==> src/rtl/core/tsuf_pkg.sv <==
// ----------------------------------------------------------------------------
// tsuf_pkg
// Shared types and constants for the urgent-first token scheduler.
// ----------------------------------------------------------------------------
package tsuf_pkg;
  localparam int GUEST_COUNT = 16;
  localparam int GW = $clog2(GUEST_COUNT);
  localparam int CW = $clog2(GUEST_COUNT + 1);
  localparam int TICK_WIDTH = 20;
  localparam logic [TICK_WIDTH-1:0] HOLD_RESET = TICK_WIDTH'(20000);
  localparam logic [TICK_WIDTH-1:0] TICK_MAX = '1;

  localparam logic [2:0] REQ_ENTER = 3'd0;
  localparam logic [2:0] REQ_CHECK = 3'd1;
  localparam logic [2:0] REQ_BBEGIN = 3'd2;
  localparam logic [2:0] REQ_BEND = 3'd3;
  localparam logic [2:0] REQ_RELEASE = 3'd4;
  localparam logic [2:0] REQ_STOP = 3'd5;
  localparam logic [2:0] REQ_TICK = 3'd6;

  localparam logic [1:0] ST_OK = 2'd0;
  localparam logic [1:0] ST_CANCEL = 2'd1;
  localparam logic [1:0] ST_ACTIVE = 2'd2;
  localparam logic [1:0] ST_NOTOWN = 2'd3;

  localparam logic [1:0] CFG_QUANTUM = 2'd0;
  localparam logic [1:0] CFG_HOLD = 2'd1;
  localparam logic [1:0] CFG_MASK = 2'd2;

  typedef enum logic [1:0] {S_IDLE, S_EVENT, S_GRANT, S_OUT} state_t;

  typedef struct packed {
    logic load;   // capture input transaction
    logic event_step;
    logic grant_step;
  } cmd_t;

  typedef struct packed {
    logic [1:0]    status;
    logic          grant_valid;
    logic [GW-1:0] granted_guest;
    logic          owner_valid;
    logic [GW-1:0] owner_guest;
  } result_t;
endpackage

==> src/rtl/core/tsuf_ctrl.sv <==
// ----------------------------------------------------------------------------
// tsuf_ctrl
// Sequencer: load, event update, grant, then hold the result until taken.
// ----------------------------------------------------------------------------
module tsuf_ctrl import tsuf_pkg::*; (
  input  logic clk,
  input  logic rst_n,
  input  logic in_fire,
  input  logic out_fire,
  output logic in_ready,
  output logic out_valid,
  output cmd_t cmd
);
  state_t state_r, state_nxt;

  always_ff @(posedge clk) begin
    if (!rst_n) state_r <= S_IDLE;
    else state_r <= state_nxt;
  end

  always_comb begin
    state_nxt = state_r;
    unique case (state_r)
      S_IDLE:  if (in_fire) state_nxt = S_EVENT;
      S_EVENT: state_nxt = S_GRANT;
      S_GRANT: state_nxt = S_OUT;
      S_OUT:   if (out_fire) state_nxt = S_IDLE;
      default: state_nxt = S_IDLE;
    endcase
  end

  always_comb begin
    in_ready = (state_r == S_IDLE);
    out_valid = (state_r == S_OUT);
    cmd.load = in_fire;
    cmd.event_step = (state_r == S_EVENT);
    cmd.grant_step = (state_r == S_GRANT);
  end

  ap_one_cmd: assert property (@(posedge clk) disable iff (!rst_n)
    !(cmd.event_step && cmd.grant_step)) else $error("overlapping steps");
  ap_ev_grant: assert property (@(posedge clk) disable iff (!rst_n)
    cmd.event_step |=> cmd.grant_step) else $error("grant skipped");
  ap_out_hold: assert property (@(posedge clk) disable iff (!rst_n)
    out_valid && !out_fire |=> out_valid) else $error("result dropped");
endmodule

==> src/rtl/core/tsuf_dp.sv <==
// ----------------------------------------------------------------------------
// tsuf_dp
// Queue shift chain, ownership and tick state, configuration registers.
// ----------------------------------------------------------------------------
module tsuf_dp import tsuf_pkg::*; (
  input  logic                  clk,
  input  logic                  rst_n,
  input  cmd_t                  cmd,
  input  logic [2:0]            in_req,
  input  logic [GW-1:0]         in_guest,
  input  logic                  in_handoff,
  input  logic                  cfg_we,
  input  logic [1:0]            cfg_idx,
  input  logic [TICK_WIDTH-1:0] cfg_val,
  output result_t               res
);
  logic [TICK_WIDTH-1:0] quantum_r, hold_r, run_r, run_nxt;
  logic [GUEST_COUNT-1:0] mask_r, ub_r, ub_nxt, blk_r, blk_nxt;
  logic [GW-1:0] ids_r [GUEST_COUNT];
  logic [GW-1:0] ids_nxt [GUEST_COUNT];
  logic [CW-1:0] cnt_r, cnt_nxt, uw_r, uw_nxt;
  logic hv_r, hv_nxt, hu_r, hu_nxt, stop_r, stop_nxt;
  logic [GW-1:0] holder_r, holder_nxt;
  logic [2:0] req_r;
  logic [GW-1:0] g_r;
  logic ho_r;
  logic [1:0] status_r, status_nxt;
  logic gv_r;

  always_ff @(posedge clk) begin
    if (!rst_n) begin
      quantum_r <= '0; hold_r <= HOLD_RESET; mask_r <= '0;
    end else if (cfg_we) begin
      unique case (cfg_idx)
        CFG_QUANTUM: quantum_r <= cfg_val;
        CFG_HOLD:    hold_r <= cfg_val;
        CFG_MASK:    mask_r <= cfg_val[GUEST_COUNT-1:0];
        default: ;
      endcase
    end
  end

  always_ff @(posedge clk) begin
    if (cmd.load) begin
      req_r <= in_req; g_r <= in_guest; ho_r <= in_handoff;
    end
  end

  // Queue membership and urgent insertion point.
  logic inq;
  logic [CW-1:0] upos;
  always_comb begin
    inq = 1'b0;
    upos = cnt_r;
    for (int i = GUEST_COUNT - 1; i >= 0; i--) begin
      if (CW'(i) < cnt_r && !ub_r[i]) upos = CW'(i);
    end
    for (int i = 0; i < GUEST_COUNT; i++) begin
      if (CW'(i) < cnt_r && ids_r[i] == g_r) inq = 1'b1;
    end
  end

  logic owner, full;
  assign owner = hv_r && holder_r == g_r;
  assign full = cnt_r == CW'(GUEST_COUNT);

  always_comb begin
    logic enq, urg, fast;
    enq = 1'b0; urg = 1'b0; fast = 1'b0;
    ids_nxt = ids_r; ub_nxt = ub_r; cnt_nxt = cnt_r; uw_nxt = uw_r;
    blk_nxt = blk_r; hv_nxt = hv_r; hu_nxt = hu_r; holder_nxt = holder_r;
    run_nxt = run_r; stop_nxt = stop_r; status_nxt = status_r;
    if (cmd.event_step) begin
      status_nxt = ST_OK;
      unique case (req_r)
        REQ_ENTER: begin
          if (stop_r) status_nxt = ST_CANCEL;
          else if (owner || inq || blk_r[g_r]) status_nxt = ST_ACTIVE;
          else begin enq = 1'b1; urg = mask_r[g_r]; end
        end
        REQ_CHECK: begin
          if (!owner) status_nxt = ST_NOTOWN;
          else if (stop_r) status_nxt = ST_CANCEL;
          else if (ho_r) begin
            fast = quantum_r != '0 && (hu_r || uw_r == '0) && run_r < quantum_r;
            if (!fast) begin
              if (cnt_r == '0) run_nxt = '0;
              else if (!(hu_r && run_r < hold_r)) begin
                enq = 1'b1; hv_nxt = 1'b0;
              end
            end
          end
        end
        REQ_BBEGIN: begin
          if (!owner) status_nxt = ST_NOTOWN;
          else if (stop_r) status_nxt = ST_CANCEL;
          else begin blk_nxt[g_r] = 1'b1; hv_nxt = 1'b0; end
        end
        REQ_BEND: begin
          if (!blk_r[g_r]) status_nxt = ST_NOTOWN;
          else begin
            blk_nxt[g_r] = 1'b0;
            if (stop_r) status_nxt = ST_CANCEL;
            else begin enq = 1'b1; urg = mask_r[g_r]; end
          end
        end
        REQ_RELEASE: begin
          if (!owner) status_nxt = ST_NOTOWN;
          else hv_nxt = 1'b0;
        end
        REQ_STOP: begin
          stop_nxt = 1'b1; cnt_nxt = '0; uw_nxt = '0; ub_nxt = '0;
        end
        REQ_TICK: if (hv_r && run_r != TICK_MAX) run_nxt = run_r + 1'b1;
        default: ;
      endcase
      if (enq && !full) begin
        if (urg) begin
          // Shift the entries behind the insertion point back by one.
          for (int i = 1; i < GUEST_COUNT; i++) begin
            if (CW'(i) > upos && CW'(i) <= cnt_r) begin
              ids_nxt[i] = ids_r[i-1]; ub_nxt[i] = ub_r[i-1];
            end
          end
          for (int i = 0; i < GUEST_COUNT; i++) begin
            if (CW'(i) == upos) begin
              ids_nxt[i] = g_r; ub_nxt[i] = 1'b1;
            end
          end
          uw_nxt = uw_r + 1'b1;
        end else begin
          ids_nxt[cnt_r[GW-1:0]] = g_r; ub_nxt[cnt_r[GW-1:0]] = 1'b0;
        end
        cnt_nxt = cnt_r + 1'b1;
      end
    end
    if (cmd.grant_step) begin
      if (!hv_r && !stop_r && cnt_r != '0) begin
        holder_nxt = ids_r[0];
        if (ub_r[0] && uw_r != '0) uw_nxt = uw_r - 1'b1;
        for (int i = 0; i < GUEST_COUNT - 1; i++) begin
          ids_nxt[i] = ids_r[i+1]; ub_nxt[i] = ub_r[i+1];
        end
        ub_nxt[GUEST_COUNT-1] = 1'b0;
        ub_nxt[cnt_r[GW-1:0] - 1'b1] = 1'b0;
        cnt_nxt = cnt_r - 1'b1;
        hv_nxt = 1'b1; run_nxt = '0; hu_nxt = mask_r[ids_r[0]];
      end
    end
  end

  always_ff @(posedge clk) begin
    ids_r <= ids_nxt;
    if (!rst_n) begin
      ub_r <= '0; cnt_r <= '0; uw_r <= '0; blk_r <= '0; hv_r <= 1'b0;
      hu_r <= 1'b0; holder_r <= '0; run_r <= '0; stop_r <= 1'b0;
      status_r <= ST_OK; gv_r <= 1'b0;
    end else begin
      ub_r <= ub_nxt; cnt_r <= cnt_nxt; uw_r <= uw_nxt; blk_r <= blk_nxt;
      hv_r <= hv_nxt; hu_r <= hu_nxt; holder_r <= holder_nxt; run_r <= run_nxt;
      stop_r <= stop_nxt; status_r <= status_nxt;
      if (cmd.event_step) gv_r <= 1'b0;
      if (cmd.grant_step) gv_r <= hv_nxt && !hv_r;
    end
  end

  assign res.status = status_r;
  assign res.grant_valid = gv_r;
  assign res.granted_guest = gv_r ? holder_r : '0;
  assign res.owner_valid = hv_r;
  assign res.owner_guest = hv_r ? holder_r : '0;

  ap_uw: assert property (@(posedge clk) disable iff (!rst_n)
    uw_r <= cnt_r) else $error("urgent count exceeds queue");
  ap_cnt: assert property (@(posedge clk) disable iff (!rst_n)
    cnt_r <= CW'(GUEST_COUNT)) else $error("queue overflow");
  ap_stop: assert property (@(posedge clk) disable iff (!rst_n)
    stop_r && cmd.grant_step |=> !gv_r) else $error("grant while stopping");
endmodule

==> src/rtl/core/token_scheduler_urgent_fifo_top.sv <==
// ----------------------------------------------------------------------------
// token_scheduler_urgent_fifo_top
// Token scheduler with an urgent-first ready queue, stream interface.
// ----------------------------------------------------------------------------
// Usage:
//   in_*  : one scheduling event per transaction (request, guest, handoff).
//   out_* : one result per event: status, grant and current owner.
//   cfg_* : register writes (0 quantum, 1 urgent hold, 2 urgent mask),
//           always accepted; write only while no event is in flight.
// Timing: an event is accepted in IDLE, updates state in the next cycle,
//   resolves the grant in the one after and then presents the result.
//   With the receiver ready an item passes through the event, grant and
//   output states, then returns to IDLE, in which the next event is
//   accepted; no new event is taken until the result has been taken.
// Stall: while out_tready is low the result holds and in_tready stays low.
// Reset: synchronous rst_n clears the queue, owner, blocked set and stop
//   flag and loads register defaults (hold 20000).
// ----------------------------------------------------------------------------
module token_scheduler_urgent_fifo_top import tsuf_pkg::*; (
  input  logic        clk,
  input  logic        rst_n,
  input  logic        in_tvalid,
  output logic        in_tready,
  input  logic [7:0]  in_tdata,   // [2:0] req_type, [6:3] guest, [7] handoff enable
  output logic        out_tvalid,
  input  logic        out_tready,
  output logic [15:0] out_tdata,  // [1:0] status, [2] grant_valid, [6:3] granted_guest,
                                  // [7] owner_valid, [11:8] owner_guest
  input  logic        cfg_valid,
  output logic        cfg_ready,
  input  logic [1:0]  cfg_index,
  input  logic [19:0] cfg_data
);
  cmd_t cmd;
  result_t res;
  logic in_fire, out_fire;

  assign in_fire = in_tvalid && in_tready;
  assign out_fire = out_tvalid && out_tready;
  assign cfg_ready = 1'b1;

  tsuf_ctrl u_ctrl (
    .clk, .rst_n, .in_fire, .out_fire,
    .in_ready(in_tready), .out_valid(out_tvalid), .cmd
  );

  tsuf_dp u_dp (
    .clk, .rst_n, .cmd,
    .in_req(in_tdata[2:0]), .in_guest(in_tdata[6:3]), .in_handoff(in_tdata[7]),
    .cfg_we(cfg_valid), .cfg_idx(cfg_index), .cfg_val(cfg_data), .res
  );

  // Pack the result, first field in the low bits.
  assign out_tdata = {4'b0, res.owner_guest, res.owner_valid, res.granted_guest,
                      res.grant_valid, res.status};
endmodule
==> config.mk <==
export PLATFORM = sky130hd
export DESIGN_NAME = token_scheduler_urgent_fifo_top
export DESIGN_NICKNAME = d
export VERILOG_FILES = /design/src/rtl/core/tsuf_pkg.sv /design/src/rtl/core/tsuf_ctrl.sv /design/src/rtl/core/tsuf_dp.sv /design/src/rtl/core/token_scheduler_urgent_fifo_top.sv
export SDC_FILE = /design/constraint.sdc
export NUM_CORES = 1
export LEC_CHECK = 0
export ABC_AREA = 1
export BUFFER_PORTS_ARGS = -buffer_cell sky130_fd_sc_hd__buf_4
export CAP_MARGIN = 20
export CORE_MARGIN = 2
export CORE_UTILIZATION = 65
export DETAILED_ROUTE_END_ITERATION = 10
export PLACE_DENSITY = 0.9
export SYNTH_ARGS = -nofsm -noshare
export SYNTH_HDL_FRONTEND = slang
export SYNTH_HIERARCHICAL = 1
export SYNTH_SLANG_ARGS = --single-unit
==> constraint.sdc <==
create_clock -name clk -period 4.3 [get_ports clk]
set_clock_uncertainty 0.1 [all_clocks]
set_input_delay 0.86 -clock clk [delete_from_list [all_inputs] [get_ports clk]]
set_output_delay 0.86 -clock clk [all_outputs]
set_load 0.005 [all_outputs]
* After elaboration in Yosys (flattened, before gate mapping)
Cells that the tools add are included.
** Word-level totals
- Register bits after elaboration :: 202
- Input port bits :: 35
- Word-level logic and storage cells :: 453
** Cells by class
- $add $sub $neg :: 6
- $lt $le $gt $ge :: 57
- Equal/unequal tests :: 51
- Mux-type cells :: 192
- Bitwise gates (word level) :: 8
- Reduce and logical (&&, ||, !) cells :: 105
** Operator list (count)
- 64-bit two-way mux :: 3
- 20-bit two-way mux :: 9
- 16-bit two-way mux :: 10
- 5-bit two-way mux :: 28
- 4-bit two-way mux :: 34
- 60-bit two-way mux :: 2
- 1-bit two-way mux :: 84
- 4-bit equality test :: 17
- 64-bit bitwise mux :: 1
- 1-bit logical AND :: 63
- 16-bit NOT :: 3
- 4-bit by 5-bit equality test with 1-bit output, first input constant :: 8
- 4-bit by 5-bit greater-than comparator with 1-bit output, first input constant :: 8
- 4-bit by 5-bit less-or-equal comparator with 1-bit output, first input constant :: 8
- 20-bit < comparator :: 2
- 4-bit by 5-bit < comparator with 1-bit output, first input constant :: 8
- 20-bit one-hot mux with 2 select lines :: 1
- 16-bit bitwise AND :: 2
- 16-bit one-hot mux with 2 select lines :: 1
- 20-bit by 1-bit adder with 20-bit output, second input constant :: 1
- 3-bit by 5-bit equality test with 1-bit output, first input constant :: 4
- 3-bit by 5-bit greater-than comparator with 1-bit output, first input constant :: 4
- 3-bit by 5-bit less-or-equal comparator with 1-bit output, first input constant :: 4
- 3-bit by 5-bit < comparator with 1-bit output, first input constant :: 4
- 47 further kinds :: 110

* Depth between registers and ports, before layout
- Depth in word-level cells :: 30
- Gate-level depth with buffers :: 25
- Mapped depth without buffers :: 24

* Hierarchy
Netlist, hierarchy kept.
** Modules (own cells, without submodules)
- tsuf_dp :: instances 1, cells an instance 2520, area an instance 15615.0 µm²
- tsuf_ctrl :: instances 1, cells an instance 23, area an instance 171.4 µm²
- token_scheduler_urgent_fifo_top :: instances 1, cells an instance 11, area an instance 60.1 µm²

* Worst setup path before layout
Ideal clock, no wire load.
- Kind :: register to register
- Start point :: register u_dp.cnt_r[1]
- End point :: register (tool-made name)
- Data arrival time :: 2.264 ns
- Data required time :: 3.871 ns
- Slack :: 1.606 ns
- Stages on the path, launching flop included :: 19
- Buffers on the path :: 2
- Period minus slack after synthesis :: 2.694 ns
- Path through :: dfxtp_1 inv_2 ha_1 inv_1 nor2_4 nand2_2 nand2_1 nor2_1 nor2_1 nand2_1 nor2_1 nand3_1 nand3_2 nand2_2 inv_2 nand2_2 buf_6 buf_6 nor2_1
** RTL lines
- start, declared :: line tsuf_dp.sv:21 : logic [CW-1:0] cnt_r, cnt_nxt, uw_r, uw_nxt;
- start signal, assigned :: line tsuf_dp.sv:159 : ub_r <= ub_nxt; cnt_r <= cnt_nxt; uw_r <= uw_nxt; blk_r <= blk_nxt;

==> results.sh <==
export IMPL_place_inst=2827
export IMPL_power_mw=10.8
export IMPL_p_per_area_nw_per_um2=629
export IMPL_grt_pass1_wl_um=84800
export IMPL_clk_path_buf_depth=3
export IMPL_slowest_delay_ns=0.41
export IMPL_grt_total_usage_pct=40.2
export IMPL_use_met2_pct=66.9
export IMPL_timing_hold_ws_ns=0.357
export IMPL_ioPinCount=54
export IMPL_die_y_um=160
export IMPL_grt_most_used_layer="met2"
export IMPL_slew_headroom_pct=30.8
export IMPL_grt_max_degree=71
export IMPL_reg2reg_from="u_dp/g_r[1]$_DFFE_PP_"
export IMPL_rsz0062_at_grt="no"
export IMPL_clk_latency_ns=0.56
export IMPL_p_leak_nw=7.38
export IMPL_synth_edff_count=12
export IMPL_dieWidth_um=160
export IMPL_synthArstFlopShare_pct=0
export IMPL_cts_hold_buf=0
export IMPL_drv_slew=0
export IMPL_vias=18064
export IMPL_dp_hpwl_um=37300
export IMPL_core_area_um2=24100
export IMPL_crit_path_start_kind="flop"
export IMPL_gp_congestion=1.01
export IMPL_cts_sinks=202
export IMPL_vdd_drop_max_mv=0.438
export IMPL_instances_no_fill=2870
export IMPL_crit_chain="buf_4 -> buf_4 -> xor2_1 -> nor3_1 -> nand4_1 -> o21ai_0 -> nor3_1 -> nand3_1 -> nand3_2 -> nand2_2 -> inv_2 -> nand2_2 -> buf_4 -> nor2_1"
export IMPL_wirelength_um=53400
export IMPL_cp_slowest_cell="nor3_1"
export IMPL_fin_nets=2616
export IMPL_first_iter_violations=2481
export IMPL_grt_antenna_before_repair=1
export IMPL_max_freq_mhz=260
export IMPL_cts_tree="done"
export IMPL_first_pass_iters=7
export IMPL_dieArea_um2=25600
export IMPL_syn_area_um2=15800
export IMPL_fin_crit_sh_pct=89.5
export IMPL_grt_overflow=0
export IMPL_cpMostUsedCell="buf_4"
export IMPL_drive_gt1_share_pct=8.49
export IMPL_layout_min_cycle_time_ns=3.85
export IMPL_post_cts_buffers=0
export IMPL_met3_usage_pct=7.09
export IMPL_post_cts_resize_count=0
export IMPL_placed_area_um2=16300
export IMPL_path_max_fanout=32
export IMPL_synth_seq_cells=202
export IMPL_maxCapViolations=0
export IMPL_path_class="reg2reg"
export IMPL_htree_levels=1
export IMPL_nFillCells=2150
export IMPL_cts_buffers=24
export IMPL_clk_pin_slew_ns=0.06
export IMPL_worst_pin_slew_ns=1.04
export IMPL_crit_path_end_kind="flop"
export IMPL_finalSetupTns_ns=0
export IMPL_synthFlopType="dfxtp_1"
export IMPL_finalSetupViolCount=0
export IMPL_r2r_setup_slack_ns=0.45
export IMPL_wl_per_cell_um=18.6
export IMPL_cts_root_buf="clkbuf_16"
export IMPL_ys_types=60
export IMPL_drc=0
export IMPL_yosysSeqAreaShare_pct=26.3
export IMPL_start_util_pct=65.7
export IMPL_hp_class="reg2reg"
export IMPL_rows=57
export IMPL_timing_critical_path_from="u_dp/g_r[1]$_DFFE_PP_"
export IMPL_vias_per_cell=6.29
export IMPL_hold_viol=0
export IMPL_grt_pass1_vias=16834
export IMPL_r2r_cells=14
export IMPL_port_buffer_count=48
export IMPL_grt_use_met1_pct=48.4
export IMPL_status="finished clean"
export IMPL_yosysWarnings=6
export IMPL_ant_nets=0
export IMPL_syn_to_final_growth_pct=8.09
export IMPL_arrival_ns=3.97
export IMPL_crit_required_ns=4.43
export IMPL_final_cell_area_um2=17100
export IMPL_syn_area_per_cell_um2=6.20
export IMPL_synthCells=2554
-- Yosys cell counts (3+ instances only) --
| cell type | instances | share of area [%] |
|---|---|---|
| nand2_2 | 22 | 0.87 |
| o31ai_1 | 3 | 0.14 |
| a31oi_1 | 29 | 1.1 |
| inv_2 | 20 | 0.47 |
| a21oi_1 | 293 | 9.3 |
| nand3b_1 | 3 | 0.14 |
| buf_1 | 13 | 0.31 |
| nand3_1 | 216 | 6.8 |
| edfxtp_1 | 12 | 2.3 |
| a22oi_1 | 7 | 0.33 |
| dfxtp_1 | 190 | 24 |
| inv_1 | 257 | 6.1 |
| xnor2_1 | 26 | 1.4 |
| a32o_1 | 6 | 0.38 |
| nor2_2 | 4 | 0.16 |
| nand4_1 | 35 | 1.4 |
| o21ai_0 | 192 | 6.1 |
| o22ai_1 | 25 | 0.99 |
| nand3_2 | 5 | 0.32 |
| nor2_4 | 4 | 0.28 |
| inv_4 | 3 | 0.12 |
| nand2_1 | 642 | 15 |
| buf_4 | 20 | 0.95 |
| o211ai_1 | 67 | 3.2 |
| xor2_1 | 29 | 1.6 |
| clkinv_1 | 6 | 0.14 |
| clkbuf_1 | 66 | 1.6 |
| nand2_4 | 11 | 0.78 |
| buf_6 | 9 | 0.64 |
| or2_2 | 6 | 0.24 |
| nor2_1 | 170 | 4.0 |
| buf_2 | 27 | 0.85 |
| nor3_1 | 18 | 0.57 |
| ha_1 | 52 | 4.1 |
| a32oi_1 | 6 | 0.33 |
| o21bai_1 | 5 | 0.24 |
| o21ai_2 | 4 | 0.22 |
| o21ai_1 | 22 | 0.69 |
-- cell usage in the layout (no fill, tap or decap), drive strengths merged, types with 3 or more instances in the layout --
cell type / n
buf: 81
nand2: 675
dfxtp: 190
o31ai: 3
conb: 5
o211ai: 67
nand4: 36
a21boi: 3
a22oi: 7
a21oi: 293
xor2: 29
o21ai: 218
inv: 284
nor3: 21
nor2: 180
o22ai: 25
clkinv: 13
a31oi: 30
a32oi: 6
edfxtp: 12
a32o: 6
or2: 8
xnor2: 26
clkbuf: 30
nand3: 222
o21bai: 5
bufinv: 3
nand3b: 4
ha: 52
-- flip-flops by register name, summed over array words and instances (netlist names), named ones only --
name / count
u_dp/ids_r: 60
u_dp/hold_r: 20
u_dp/quantum_r: 20
u_dp/run_r: 20
u_dp/mask_r: 16
u_dp/ub_r: 16
u_dp/cnt_r: 5
u_dp/uw_r: 5
u_dp/g_r: 4
u_dp/holder_r: 4
u_dp/req_r: 3
u_ctrl/state_r: 2
u_dp/status_r: 2
u_dp/gv_r: 1
u_dp/ho_r: 1
u_dp/hu_r: 1
u_dp/hv_r: 1
u_dp/stop_r: 1
-- routing by layer --
metal | vias to the layer above | routed length, um
met4 | 0 | 3430
met3 | 268 | 5830
met5 | - | 0
li1 | 8493 | -
met2 | 1218 | 24500
met1 | 8085 | 19700
-- kinds of logic after synthesis --
| kind of cell | after synthesis | share of synthesized area (%) |
|---|---|---|
| other cells | 2 | 0.0474 |
| compound gates | 671 | 23.6 |
| fa+ha+maj | 52 | 4.11 |
| simple gates | 1149 | 31.7 |
| flops | 202 | 26.3 |
| buf+inv | 423 | 11.2 |
| xor+xnor | 55 | 3.04 |
-- metrics by stage --
| stage | worst slack [ns] | util, % |
|---|---|---|
| after floorplan | 1.61 | - |
| after global placement | 0.723 | 67.5 |
| after detailed placement | 0.635 | 67.5 |
| after CTS | 0.625 | 71.0 |
| after global routing | 0.309 | 71.1 |
| final | 0.453 | 71.1 |
-- layout make-up --
cell class	instances	area (um2)	share of cell area (%)
clock inverters	12	170	0.993
clock buffers	30	684	4.00
flip-flops and latches	202	4160	24.3
diodes	1	2.50	0.0146
multi-input cells	1932	9940	58.0
inverters	288	1090	6.37
repair buffers	81	671	3.92
well taps	324	405	2.37
-- power by group --
part | internal (mW) | leakage (nW) | switching, mW
registers | 2.26 | 1.66 | 0.600
logic | 1.74 | 5.29 | 3.98
clock network | 1.32 | 0.425 | 0.886
total | 5.32 | 7.38 | 5.46
-- worst max-delay path, delay by kind of cell, from the launching register on --
family,cells,cell delay [ns]
buf+inv,4,1.29
flops,1,0.36
simple gates,8,1.44
compound gates,1,0.13
xor+xnor,1,0.18
-- how the worst min path moves through the flow --
stage | startpoint | end | slack, ns | cells past startpoint
final | flop | flop | 0.36 | 2
after global routing | flop | flop | 0.37 | 2
after CTS | flop | flop | 0.36 | 2
after detailed placement | flop | flop | 0.35 | 2
after global placement | flop | flop | 0.34 | 2
after floorplan | flop | flop | 0.33 | 2
No activity file was read; power rests on OpenSTA's default activity.
